**config.mk**
```make
export PLATFORM = sky130hd
export DESIGN_NAME = sktbl_cell
export DESIGN_NICKNAME = d
export VERILOG_FILES = /design/src/design/sktbl_pkg.sv /design/src/design/sktbl_cell.sv
export SDC_FILE = /design/constraint.sdc
export NUM_CORES = 1
export LEC_CHECK = 0
export ABC_CLOCK_PERIOD_IN_PS = 6350
export BUFFER_PORTS_ARGS = -buffer_cell sky130_fd_sc_hd__buf_2
export CORE_AREA = 2 2 200 202
export CTS_CLUSTER_DIAMETER = 30
export DETAILED_ROUTE_END_ITERATION = 10
export DIE_AREA = 0 0 202 204
export HOLD_SLACK_MARGIN = 0.12
export SLEW_MARGIN = 20
export SYNTH_ARGS = -nofsm -noshare
export SYNTH_HDL_FRONTEND = slang
export SYNTH_SLANG_ARGS = --single-unit
```
**constraint.sdc**
```tcl
create_clock -name clk_i -period 6.35 [get_ports clk_i]
set_input_delay 1.27 -clock clk_i [delete_from_list [all_inputs] [get_ports clk_i]]
set_output_delay 1.27 -clock clk_i [all_outputs]
set_load 0.01 [all_outputs]
```
**src/design/sktbl_pkg.sv**
```systemverilog
package sktbl_pkg;

  localparam int unsigned OPCODE_W = 2;
  localparam int unsigned KEY_W    = 32;
  localparam int unsigned OFFSET_W = 64;
  localparam int unsigned LENGTH_W = 32;
  localparam int unsigned FLAGS_W  = 32;
  localparam int unsigned COUNT_W  = 9;

  localparam int unsigned S_TDATA_W = 160;
  localparam int unsigned S_TUSER_W = OPCODE_W;
  localparam int unsigned M_TDATA_W = 144;
  localparam int unsigned M_TUSER_W = 2;

  localparam logic [OPCODE_W-1:0] OP_SET   = 2'd0;
  localparam logic [OPCODE_W-1:0] OP_GET   = 2'd1;
  localparam logic [OPCODE_W-1:0] OP_CLEAR = 2'd2;

  typedef enum logic {
    ST_IDLE,
    ST_EXEC
  } state_e;

  typedef struct packed {
    logic [KEY_W-1:0]    key;
    logic [OFFSET_W-1:0] offset;
    logic [LENGTH_W-1:0] length;
    logic [FLAGS_W-1:0]  flags;
  } entry_t;

  typedef struct packed {
    logic cmp;  // latch compare flags against the search key
    logic upd;  // overwrite the matching entry
    logic ins;  // insert new entry, shift larger keys up
  } cell_ctrl_t;

endpackage

```
**src/design/sktbl_cell.sv**
```systemverilog
module sktbl_cell (
  input  logic                         clk_i,
  input  sktbl_pkg::cell_ctrl_t        ctrl_i,
  input  logic                         occ_i,
  input  logic [sktbl_pkg::KEY_W-1:0]  key_i,
  input  sktbl_pkg::entry_t            new_i,
  input  sktbl_pkg::entry_t            prev_i,
  input  logic                         prev_lt_i,
  output sktbl_pkg::entry_t            entry_o,
  output logic                         lt_o,
  output logic                         eq_o
);
  import sktbl_pkg::*;

  entry_t entry_q, entry_d;
  logic   lt_q, eq_q;

  always_comb begin
    entry_d = entry_q;
    if (ctrl_i.upd && eq_q) begin
      entry_d.offset = new_i.offset;
      entry_d.length = new_i.length;
      entry_d.flags  = new_i.flags;
    end else if (ctrl_i.ins && !lt_q) begin
      entry_d = prev_lt_i ? new_i : prev_i;
    end
  end

  always_ff @(posedge clk_i) begin
    entry_q <= entry_d;
    if (ctrl_i.cmp) begin
      lt_q <= occ_i && (entry_q.key < key_i);
      eq_q <= occ_i && (entry_q.key == key_i);
    end
  end

  assign entry_o = entry_q;
  assign lt_o    = lt_q;
  assign eq_o    = eq_q;

endmodule

```
==> results by group <==
Global routing
  – Met2 Usage GRT: between 15 and 20%
  – Met3 Use GR: about 3.5%
  – Largest net degree at the start of global routing: ~130
  – Grt met1 use: 14.3%
  – First-pass GRT wire length: about 36000 um
  – Initial antenna violation count: 0
  – GRT busiest layer: met2
  – Tot GR Track Use: 11.7%
  – Congestion Overflow GR: 0
  – Vias in the first global route: ~6300

Detailed routing
  – Vias post-DR: between 5000 and 6000
  – Final wirelength: about 25000 um
  – Pre-antenna DRT Iters: 4
  – Vias per inst: about 3.9
  – Routed length per instance: between 15 and 20 um
  – ANT nets after route: 0
  – Initial DRC Count: between 300 and 400
  – Drc violations: 0

Clock tree
  – Post-CTS setup buffers: 0
  – Post-CTS Resized: 0
  – Hold buffers post-CTS: 0
  – # clock sinks: 162
  – CTS Root Cell: clkbuf_16
  – H-tree lvl count: 4
  – Skew-Pair Late Insertion Delay: ~0.44 ns
  – CTS Buf Count: 17
  – TritonCTS clock tree: done
  – Clock slew at reported path FFs: 0.07 ns
  – CTS Buffer Depth: 2

Yosys
  – Simple-gate share of the synthesized area: under 10%
  – Post-synth EDFFs: 162
  – Post-synthesis xor/xnor area fraction: 0%
  – Post-Syn Nets: approximately 850
  – Register bit total from synthesis: about 160
  – Syn Area/Cell: 16.5 um2
  – Largest family of logic cells by synthesized area: multiplexers
  – Post-synthesis mux area share: a little under a quarter
  – Async SR Flop Fraction: 0%
  – Synthesized instance count: around 460
  – Synth Cell Area: between 0.007 and 0.008 mm2
  – Sequential area share after synthesis: ~64%
  – Synth Warn #: 0
  – Synth Area in Adders: about 5.3%
  – Cell variety after synth: 25
  – Compound-Gate Fraction of Synth Area: 2.06%
  – Top FF cell, synth: edfxtp_1

Final layout
  – Final net count: between 1000 and 1500
  – Antenna Diode Count: 0
  – Synth-to-layout area growth: 50.9%
  – Commonest cells after routing, fill and taps aside: buf_2, edfxtp_1, mux2_2, inv_1, ha_1
  – Layout cells sized above 1: 72.1%
  – Most common cell after layout, fill and taps aside: buf_2

Power
  – Peak supply drop: ~170 uV
  – Leakage: between 5 and 6 nW
  – Pwr dens: 248 mW/mm2
  – Total power: about 2.8 mW

Floorplan
  – Io pins: 520
  – Die Ht: 204 um
  – Placeable Area: around 0.039 mm2
  – Die area: 0.0412 mm2
  – Starting Density: between 10% and 20%
  – Die X-Extent: slightly above 200 um
  – Rows: 73

Critical path
  – CP Max Fanout: around 130
  – Req. time, crit path: between 6 and 7 ns
  – Critical path cell sequence: buf_2 > a21oi_4 > buf_12 > mux2_2
  – Worst setup EP type: flip-flop
  – Worst Path Arrival: just under 3 ns
  – CP delay by family, top: buffers and inverters
  – Worst Setup Start Kind: input pin
  – Setup CP Type: input pin to flip-flop
  – Crit path buffers/inverters: 2
  – Crit path largest cell delay: 0.52 ns
  – Worst path slowest cell: buf_12

STA
  – Hold WS: 0.821 ns
  – Fmax: around 360 MHz
  – Period utilization: a little over two fifths
  – Worst-margin pin slew: 0.888 ns
  – Worst slew margin: around two fifths
  – Worst Skew: between 0.008 and 0.009 ns
  – Fin worst setup slack: roughly 3.6 ns
  – Pins Over Slew Limit: 0
  – Final setup viols: 0
  – Fin. Hold Viols: 0
  – RSZ-0062 raised after global routing: false
  – Fin Setup TNS: 0 ns
  – Final min period: 2.77 ns

Run
  – Max-cap viol count: 0

Placement
  – IO buf count: 519
  – RD Place Congestion: about 0.80
  – Dpl ws: 3.13 ns
  – DP HPWL: 19900 um

Status
  – Status: finished clean

Hold path
  – Hold Crit Class: flip-flop to flip-flop
## final cells by class
cell class / instances / area (um2)
Fill cell: 4001 / 27700
Clock buffer: 17 / 425
Clock inverter: 15 / 169
Multi-Input combinational cell: 246 / 2540
Sequential cell: 162 / 4860
Timing Repair Buffer: 522 / 2670
Tap cell: 525 / 657
Inverter: 33 / 124
## synthesized netlist by cell type (2+ instances only)
| cell | instances | area share, % |
|---|---|---|
| o21ai_0 | 4 | 0.26 |
| inv_1 | 33 | 1.6 |
| a21o_1 | 2 | 0.20 |
| nand3_1 | 4 | 0.26 |
| edfxtp_1 | 162 | 64 |
| nand2b_1 | 2 | 0.16 |
| nand4_1 | 5 | 0.41 |
| nand2_1 | 10 | 0.49 |
| mux2_2 | 160 | 24 |
| ha_1 | 32 | 5.3 |
| buf_2 | 16 | 1.1 |
| nor3_1 | 2 | 0.13 |
| clkbuf_1 | 2 | 0.099 |
| a21oi_1 | 14 | 0.92 |
## logic make-up (layout without fill, tap and decap cells)
| family | Yosys count | count (layout) |
|---|---|---|
| AOI/OAI and AO/OA | 25 | 25 |
| adders and majority gates | 32 | 32 |
| DFF | 162 | 162 |
| buffers and inverters | 51 | 587 |
| muxes | 160 | 160 |
| and+or+nand+nor | 29 | 29 |
## layer usage
layer  vias to the layer above  part of all wire, %
met1                      2792                   41
li1                       2810                    -
met5                         -                    0
met4                         0                  1.7
met3                        23                  7.3
met2                       273                   50
## registers in the layout, summed over array words and instances (netlist names)
signal,count
eq_o,1
lt_o,1
entry_o,160
## stage by stage
step	std cells	utilization (%)	area (um2)
finish	1520	29.2	11400
global route	1520	29.2	11400
CTS	1519	29.1	11400
detailed placement	1487	27.6	10800
global placement	1487	27.6	10800
floorplan	459	-	7590
## worst register-to-register path, cell delays in order, from the launching register on
cell and delay [ns]:
edfxtp_1 0.44, nand2b_1 0.26, nand2_4 0.63, buf_12 0.37
## where the power goes
group          leakage [nW]  internal (mW)  switching, mW  total [mW]
registers              1.55           1.28         0.0259        1.31
logic                  3.22          0.228          0.216       0.444
clock network         0.291          0.593          0.493        1.09
## final timing paths
kind | start | endpoint | slack [ns] | cells past startpoint
worst max-delay path | prev_lt_i | entry_o[52]$_DFFE_PP_ | 3.58 | 4
worst min-delay path | entry_o[130]$_DFFE_PP_ | eq_o$_DFFE_PP_ | 0.82 | 3
worst max register to register | lt_o$_DFFE_PP_ | entry_o[49]$_DFFE_PP_ | 4.17 | 3
worst min register to register | entry_o[130]$_DFFE_PP_ | eq_o$_DFFE_PP_ | 0.82 | 3
Power figures use the tool's default switching activity.
